`src/hw/rtl/lbc_pkg.sv`:
```
`timescale 1ns / 1ps
// ----------------------------------------------------------------------------
// lbc_pkg
// Shared types and constants of the LED blink controller.
// ----------------------------------------------------------------------------
package lbc_pkg;

  localparam int unsigned TickWidthDef = 16;
  localparam int unsigned ReqW         = 3;
  localparam int unsigned LenInW       = 16;
  localparam int unsigned CntW         = 8;
  localparam int unsigned ModeW        = 2;

  localparam logic [CntW-1:0] CntMax = '1;

  typedef enum logic [ReqW-1:0] {
    REQ_TICK           = 3'd0,
    REQ_FORCE_ON       = 3'd1,
    REQ_FORCE_OFF      = 3'd2,
    REQ_BLINK          = 3'd3,
    REQ_BLINK_STOP_ON  = 3'd4,
    REQ_BLINK_STOP_OFF = 3'd5
  } req_e;

  typedef enum logic [ModeW-1:0] {
    MODE_OFF   = 2'd0,
    MODE_ON    = 2'd1,
    MODE_BLINK = 2'd2
  } mode_e;

  typedef enum logic [1:0] {
    STOP_NONE = 2'd0,
    STOP_ON   = 2'd1,
    STOP_OFF  = 2'd2
  } stop_e;

endpackage

```
`src/hw/rtl/led_blink_controller_unit.sv`:
```
`timescale 1ns / 1ps
// ----------------------------------------------------------------------------
// led_blink_controller_unit
// Drives one LED from a stream of tick and command items.
// ----------------------------------------------------------------------------
// Takes one item per clock while not stalled and returns one result (LED level
// and mode) per item: the item is captured in an input register, and when it
// advances the blink state is updated and the result is latched into the output
// register in the same cycle. The input side stalls only while both the
// input register and a held result are full and the output is stalled.
module led_blink_controller_unit #(
  parameter int unsigned TICK_WIDTH = lbc_pkg::TickWidthDef
) (
  input  logic                          clk_i,
  input  logic                          rst_ni,
  input  logic                          in_valid_i,
  output logic                          in_stall_o,
  input  logic [lbc_pkg::ReqW-1:0]      req_type_i,
  input  logic [lbc_pkg::LenInW-1:0]    on_ticks_i,
  input  logic [lbc_pkg::LenInW-1:0]    off_ticks_i,
  input  logic [lbc_pkg::CntW-1:0]      stop_count_i,
  output logic                          out_valid_o,
  input  logic                          out_stall_i,
  output logic                          led_level_o,
  output logic [lbc_pkg::ModeW-1:0]     led_mode_o
);

  logic                       in_valid_q, in_valid_d;
  logic [lbc_pkg::ReqW-1:0]   req_q;
  logic [lbc_pkg::LenInW-1:0] on_q;
  logic [lbc_pkg::LenInW-1:0] off_q;
  logic [lbc_pkg::CntW-1:0]   cnt_q;
  logic                       out_valid_q, out_valid_d;
  logic                       level_q;
  lbc_pkg::mode_e             mode_q;
  logic                       accept;
  logic                       adv;
  logic                       core_level;
  lbc_pkg::mode_e             core_mode;

  assign adv        = in_valid_q && (!out_valid_q || !out_stall_i);
  assign in_stall_o = in_valid_q && !adv;
  assign accept     = in_valid_i && !in_stall_o;

  assign in_valid_d  = accept ? 1'b1 : (adv ? 1'b0 : in_valid_q);
  assign out_valid_d = adv ? 1'b1 : (out_stall_i ? out_valid_q : 1'b0);

  always_ff @(posedge clk_i or negedge rst_ni) begin
    if (!rst_ni) begin
      in_valid_q  <= 1'b0;
      out_valid_q <= 1'b0;
    end else begin
      in_valid_q  <= in_valid_d;
      out_valid_q <= out_valid_d;
    end
  end

  always_ff @(posedge clk_i) begin
    if (accept) begin
      req_q <= req_type_i;
      on_q  <= on_ticks_i;
      off_q <= off_ticks_i;
      cnt_q <= stop_count_i;
    end
    if (adv) begin
      level_q <= core_level;
      mode_q  <= core_mode;
    end
  end

  lbc_core #(
    .TICK_WIDTH(TICK_WIDTH)
  ) u_core (
    .clk_i       (clk_i),
    .rst_ni      (rst_ni),
    .en_i        (adv),
    .req_type_i  (req_q),
    .on_ticks_i  (on_q),
    .off_ticks_i (off_q),
    .stop_count_i(cnt_q),
    .led_level_o (core_level),
    .led_mode_o  (core_mode)
  );

  assign out_valid_o = out_valid_q;
  assign led_level_o = level_q;
  assign led_mode_o  = mode_q;

`ifndef ASSERT_OFF
  a_stall_needs_item: assert property (@(posedge clk_i) disable iff (!rst_ni)
    in_stall_o |-> in_valid_q)
    else $error("input stalled with empty input register");

  a_force_on: assert property (@(posedge clk_i) disable iff (!rst_ni)
    adv && (req_q == lbc_pkg::REQ_FORCE_ON) |=>
      led_level_o && (led_mode_o == lbc_pkg::MODE_ON))
    else $error("force on did not light the LED");

  a_blink_mode: assert property (@(posedge clk_i) disable iff (!rst_ni)
    adv && ((req_q == lbc_pkg::REQ_BLINK) || (req_q == lbc_pkg::REQ_BLINK_STOP_ON) ||
            (req_q == lbc_pkg::REQ_BLINK_STOP_OFF)) |=>
      out_valid_o && (led_mode_o == lbc_pkg::MODE_BLINK))
    else $error("blink command did not enter blink mode");
`endif

endmodule

```
`src/hw/rtl/lbc_core.sv`:
```
`timescale 1ns / 1ps
// ----------------------------------------------------------------------------
// lbc_core
// Blink state and its update for one item, applied while enabled.
// ----------------------------------------------------------------------------
module lbc_core #(
  parameter int unsigned TICK_WIDTH = lbc_pkg::TickWidthDef
) (
  input  logic                          clk_i,
  input  logic                          rst_ni,
  input  logic                          en_i,
  input  logic [lbc_pkg::ReqW-1:0]      req_type_i,
  input  logic [lbc_pkg::LenInW-1:0]    on_ticks_i,
  input  logic [lbc_pkg::LenInW-1:0]    off_ticks_i,
  input  logic [lbc_pkg::CntW-1:0]      stop_count_i,
  output logic                          led_level_o,
  output lbc_pkg::mode_e                led_mode_o
);

  lbc_pkg::mode_e              mode_q, mode_d;
  lbc_pkg::stop_e              stop_sel_q, stop_sel_d;
  logic                        level_q, level_d;
  logic [TICK_WIDTH-1:0]       tick_cnt_q, tick_cnt_d;
  logic [TICK_WIDTH-1:0]       phase_len_q, phase_len_d;
  logic [TICK_WIDTH-1:0]       on_len_q, on_len_d;
  logic [TICK_WIDTH-1:0]       off_len_q, off_len_d;
  logic [lbc_pkg::CntW-1:0]    tog_cnt_q, tog_cnt_d;
  logic [lbc_pkg::CntW-1:0]    tog_lim_q, tog_lim_d;

  logic [TICK_WIDTH-1:0]       tick_inc;
  logic [TICK_WIDTH-1:0]       on_in, off_in;
  logic                        tog_counts;
  logic [lbc_pkg::CntW-1:0]    tog_next;

  assign tick_inc   = tick_cnt_q + 1'b1;
  assign on_in      = TICK_WIDTH'(on_ticks_i);
  assign off_in     = TICK_WIDTH'(off_ticks_i);
  assign tog_counts = level_q ? (stop_sel_q == lbc_pkg::STOP_OFF)
                              : (stop_sel_q == lbc_pkg::STOP_ON);
  assign tog_next   = (tog_counts && (tog_cnt_q != lbc_pkg::CntMax)) ?
                      tog_cnt_q + 1'b1 : tog_cnt_q;

  always_comb begin
    mode_d      = mode_q;
    stop_sel_d  = stop_sel_q;
    level_d     = level_q;
    tick_cnt_d  = tick_cnt_q;
    phase_len_d = phase_len_q;
    on_len_d    = on_len_q;
    off_len_d   = off_len_q;
    tog_cnt_d   = tog_cnt_q;
    tog_lim_d   = tog_lim_q;
    unique case (lbc_pkg::req_e'(req_type_i)) inside
      lbc_pkg::REQ_TICK: begin
        if (mode_q == lbc_pkg::MODE_BLINK) begin
          if (tick_inc >= phase_len_q) begin
            phase_len_d = level_q ? off_len_q : on_len_q;
            level_d     = ~level_q;
            tick_cnt_d  = '0;
            tog_cnt_d   = tog_next;
            if (stop_sel_q != lbc_pkg::STOP_NONE && tog_next >= tog_lim_q) begin
              mode_d = (stop_sel_q == lbc_pkg::STOP_OFF) ? lbc_pkg::MODE_OFF
                                                         : lbc_pkg::MODE_ON;
            end
          end else begin
            tick_cnt_d = tick_inc;
          end
        end
      end
      lbc_pkg::REQ_FORCE_ON: begin
        level_d = 1'b1;
        mode_d  = lbc_pkg::MODE_ON;
      end
      lbc_pkg::REQ_FORCE_OFF: begin
        level_d = 1'b0;
        mode_d  = lbc_pkg::MODE_OFF;
      end
      lbc_pkg::REQ_BLINK, lbc_pkg::REQ_BLINK_STOP_ON, lbc_pkg::REQ_BLINK_STOP_OFF: begin
        mode_d      = lbc_pkg::MODE_BLINK;
        on_len_d    = on_in;
        off_len_d   = off_in;
        tog_cnt_d   = '0;
        tick_cnt_d  = '0;
        phase_len_d = level_q ? on_in : off_in;
        if (lbc_pkg::req_e'(req_type_i) == lbc_pkg::REQ_BLINK) begin
          stop_sel_d = lbc_pkg::STOP_NONE;
          tog_lim_d  = '0;
        end else begin
          stop_sel_d = (lbc_pkg::req_e'(req_type_i) == lbc_pkg::REQ_BLINK_STOP_ON) ?
                       lbc_pkg::STOP_ON : lbc_pkg::STOP_OFF;
          tog_lim_d  = stop_count_i;
        end
      end
      default: begin
      end
    endcase
  end

  always_ff @(posedge clk_i or negedge rst_ni) begin
    if (!rst_ni) begin
      mode_q      <= lbc_pkg::MODE_OFF;
      stop_sel_q  <= lbc_pkg::STOP_NONE;
      level_q     <= 1'b0;
      tick_cnt_q  <= '0;
      phase_len_q <= '0;
      on_len_q    <= '0;
      off_len_q   <= '0;
      tog_cnt_q   <= '0;
      tog_lim_q   <= '0;
    end else if (en_i) begin
      mode_q      <= mode_d;
      stop_sel_q  <= stop_sel_d;
      level_q     <= level_d;
      tick_cnt_q  <= tick_cnt_d;
      phase_len_q <= phase_len_d;
      on_len_q    <= on_len_d;
      off_len_q   <= off_len_d;
      tog_cnt_q   <= tog_cnt_d;
      tog_lim_q   <= tog_lim_d;
    end
  end

  // result reflects the state after this item
  assign led_level_o = level_d;
  assign led_mode_o  = mode_d;

endmodule
```
`config.mk`:
```
export PLATFORM = sky130hd
export DESIGN_NAME = led_blink_controller_unit
export DESIGN_NICKNAME = d
export VERILOG_FILES = /design/src/hw/rtl/lbc_pkg.sv /design/src/hw/rtl/led_blink_controller_unit.sv /design/src/hw/rtl/lbc_core.sv
export SDC_FILE = /design/constraint.sdc
export NUM_CORES = 1
export LEC_CHECK = 0
export ABC_AREA = 1
export BUFFER_PORTS_ARGS = -buffer_cell sky130_fd_sc_hd__buf_4
export CAP_MARGIN = 40
export CORE_UTILIZATION = 30
export DETAILED_ROUTE_END_ITERATION = 12
export RECOVER_POWER = 100
export SYNTH_ARGS = -nofsm -noshare
export SYNTH_HDL_FRONTEND = slang
export SYNTH_SLANG_ARGS = --single-unit
```
`constraint.sdc`:
```
create_clock -name clk_i -period 5.4 [get_ports clk_i]
set_clock_uncertainty 0.2 [all_clocks]
set_input_delay 0.54 -clock clk_i [delete_from_list [all_inputs] [get_ports clk_i]]
set_output_delay 0.54 -clock clk_i [all_outputs]
set_load 0.1 [all_outputs]
```
==> flow_metrics.env <==
export IMPL_synth_edff_count=46
export IMPL_ant_nets=0
export IMPL_ys_flop_type="dfrtp_1"
export IMPL_drv_slew=138
export IMPL_maxCapViolations=3
export IMPL_crit_top_cell="nand2_1"
export IMPL_layout_drive_gt1_share=0.111
export IMPL_cts_buffers_inserted=17
export IMPL_num_vias=4646
export IMPL_grt_max_degree=53
export IMPL_htreeDepth=4
export IMPL_finalCritPeriodShare=0.773
export IMPL_intPower_mw=2.33
export IMPL_failed_checks="capacitance limit, slew limit"
export IMPL_antenna_found_initial=0
export IMPL_n_antenna_cell=0
export IMPL_slew_headroom=-0.534
export IMPL_start_kind="register"
export IMPL_grt_pass1_vias=4471
export IMPL_finalSetupViolCount=0
export IMPL_async_flop_share=0.654
export IMPL_netlist_area_sq_mm=0.00636
export IMPL_syn_to_final_growth_pct=18.9
export IMPL_die_area_sq_mm=0.0218
export IMPL_cp_buffers_inverters=2
export IMPL_power_leakage_nw=3.56
export IMPL_crit_slowest_cell="nand2_1"
export IMPL_hold_class="in2reg"
export IMPL_core_area_sq_mm=0.0205
export IMPL_clk_pin_slew_worst_paths_ns=0.06
export IMPL_hold_viol=0
export IMPL_ys_ff_latch=133
export IMPL_drt_iter0_drc=341
export IMPL_hold_slack_ns=0.119
export IMPL_period_minus_slack_ns=4.18
export IMPL_overflow=0
export IMPL_cp_top_family="simple AND/OR/NAND/NOR gates"
export IMPL_fp_dieW_um=148
export IMPL_timing_worst_setup_path_type="reg2reg"
export IMPL_comb_power_share=0.270
export IMPL_worstSkewPairLatency_ns=0.42
export IMPL_critPathMaxFanout=52
export IMPL_die_h_um=148
export IMPL_worst_pin_slew_ns=2.30
export IMPL_cts_sinks=133
export IMPL_cp_slowest_stage_delay_ns=1.15
export IMPL_critPathCaptureType="register"
export IMPL_switchingPower_mw=1.17
export IMPL_numPortBuffers=51
export IMPL_num_io_pins=52
export IMPL_clkPwrFrac=0.316
export IMPL_cts_buffer_depth=2
export IMPL_rsz0062_at_grt="no"
export IMPL_arrival_ns=4.30
export IMPL_start_util=0.310
export IMPL_synth_cell_types=30
export IMPL_grtUsageTotal=0.127
export IMPL_fmax_ghz=0.239
export IMPL_rows=52
export IMPL_drc_errors=0
export IMPL_firstDrtPassIters=5
export IMPL_synthCells=698
export IMPL_grt_pass1_wl_um=21800
export IMPL_place_hpwl_um=8690
export IMPL_avgSynthCellArea_sq_um=9.12
export IMPL_synthesis_nets=771
export IMPL_ir_drop_v=0.000228
export IMPL_status="complete, but fails checks"
export IMPL_wl_um=12700
export IMPL_via_per_inst=4.48
export IMPL_power_density_mw_per_mm2=464
export IMPL_wl_per_cell_um=12.2
export IMPL_seq_power_share=0.415
export IMPL_cts_tree="built"
export IMPL_synth_seq_area_share=0.559
export IMPL_timing_setup_tns_ns=0
export IMPL_power_total_mw=3.51
export IMPL_switching_share=0.334
export IMPL_yosysWarnings=0
export IMPL_finalNetCount=826
export IMPL_clockRootBuffer="clkbuf_16"
export IMPL_crit_chain="nand2_1, inv_1, nor2_1, nand2_1, o21ai_0, nand2_1, nor3_4, inv_4, o21ai_0"
export IMPL_crit_required_ns=5.52
export IMPL_gp_congestion=0.821
==> per-stage QoR <==
step	setup slack, ns	instances	utilization	area (sq um)
4_1_cts	1.57	1036	0.372	7630
2_1_floorplan	1.56	698	-	6360
5_1_grt	0.769	1036	0.369	7560
3_5_place_dp	1.62	1003	0.344	7040
3_3_place_gp	1.81	1002	0.343	7030
6_report	1.22	1036	0.369	7560
==> path summary, 6_finish.rpt <==
kind / from / end / slack [ns] / cells past startpoint
max in group asynchronous: rst_ni / u_core.off_len_q[2]$_DFFE_PN0P_ / 1.68 / 3
setup reg to reg: out_valid_o$_DFFE_PN0P_ / u_core.tick_cnt_q[0]$_DFFE_PN0P_ / 1.22 / 9
hold reg to reg: in_valid_q$_DFFE_PN0P_ / out_valid_o$_DFFE_PN0P_ / 0.26 / 2
min in group asynchronous: rst_ni / out_valid_o$_DFFE_PN0P_ / 1.16 / 2
hold / removal: on_ticks_i[10] / on_q[10]$_DFFE_PP_ / 0.12 / 1
setup / recovery: out_valid_o$_DFFE_PN0P_ / u_core.tick_cnt_q[0]$_DFFE_PN0P_ / 1.22 / 9
==> layer usage <==
metal,vias to the layer above,GRT usage,wire length [um]
li1,2383,-,-
met1,2169,0.177,6270
met2,84,0.196,5900
met3,10,0.0287,411
met4,0,0.0397,108
met5,-,0,0
==> cells by family after synthesis <==
family | after synthesis | share of synthesized area
AND/OR/NAND/NOR | 263 | 0.172
adder cells (fa/ha/maj) | 26 | 0.0511
AO/OA/AOI/OAI | 132 | 0.116
flip-flops | 133 | 0.559
buffers and inverters | 124 | 0.0745
XOR/XNOR | 20 | 0.0275
==> synth_stat cells (2+ instances only) <==
cell | n | area share
xor2_1 | 20 | 0.028
nand4_1 | 6 | 0.0059
a22o_1 | 2 | 0.0028
o21ai_2 | 5 | 0.0069
edfxtp_1 | 46 | 0.22
inv_1 | 98 | 0.058
inv_2 | 3 | 0.0018
nand2_1 | 185 | 0.11
buf_2 | 4 | 0.0031
nand3_1 | 22 | 0.017
a211oi_1 | 16 | 0.019
o22ai_1 | 6 | 0.0059
nor2_1 | 37 | 0.022
nand2_4 | 2 | 0.0035
nor3_1 | 6 | 0.0047
clkbuf_1 | 16 | 0.0094
o21ai_0 | 75 | 0.059
a21oi_1 | 26 | 0.020
dfrtp_1 | 87 | 0.34
ha_1 | 26 | 0.051
==> cell usage in the layout (no fill, tap or decap), types with 3 or more instances in the layout <==
master	count
nand2_1	188
inv_1	97
dfrtp_1	87
o21ai_0	79
edfxtp_1	46
clkbuf_4	43
nor2_1	38
a21oi_1	26
ha_1	26
nand3_1	22
xor2_1	20
clkbuf_16	18
a211oi_1	16
clkbuf_1	11
nor3_1	6
nand4_1	6
o22ai_1	6
buf_4	4
inv_2	3
clkinv_2	3
clkbuf_8	3
==> sequential cells by signal (all words and copies together), names as in the netlist, 8 cells and up <==
| register | cells |
|---|---|
| cnt_q | 8 |
| off_q | 16 |
| on_q | 16 |
| u_core.off_len_q | 16 |
| u_core.on_len_q | 16 |
| u_core.phase_len_q | 16 |
| u_core.tick_cnt_q | 16 |
| u_core.tog_cnt_q | 8 |
| u_core.tog_lim_q | 8 |
==> cell type report <==
cell class	count	area (sq um)
fillers	2092	12900
flip-flops and latches	133	3560
multi-input cells	441	2290
clock buffers	25	507
repair buffers	57	409
inverters	103	389
well taps	270	338
clock inverters	7	67.6
==> timing repair <==
action	in CTS	in global routing
buffers inserted	0	0
hold buffers	1	0
resized for setup	0	0
setup endpoints to repair	0	0
hold endpoints to repair	39	0
==> power groups by stage <==
stage | clock, mW | sequential [mW] | combinational [mW]
5_1_grt | 1.18 | 1.49 | 1.11
3_3_place_gp | 0 | 1.46 | 0.950
3_5_place_dp | 0 | 1.47 | 0.963
2_1_floorplan | 0 | 1.45 | 0.712
4_1_cts | 1.14 | 1.45 | 0.973
6_report | 1.11 | 1.45 | 0.945
(Power assumes the default switching activity.)
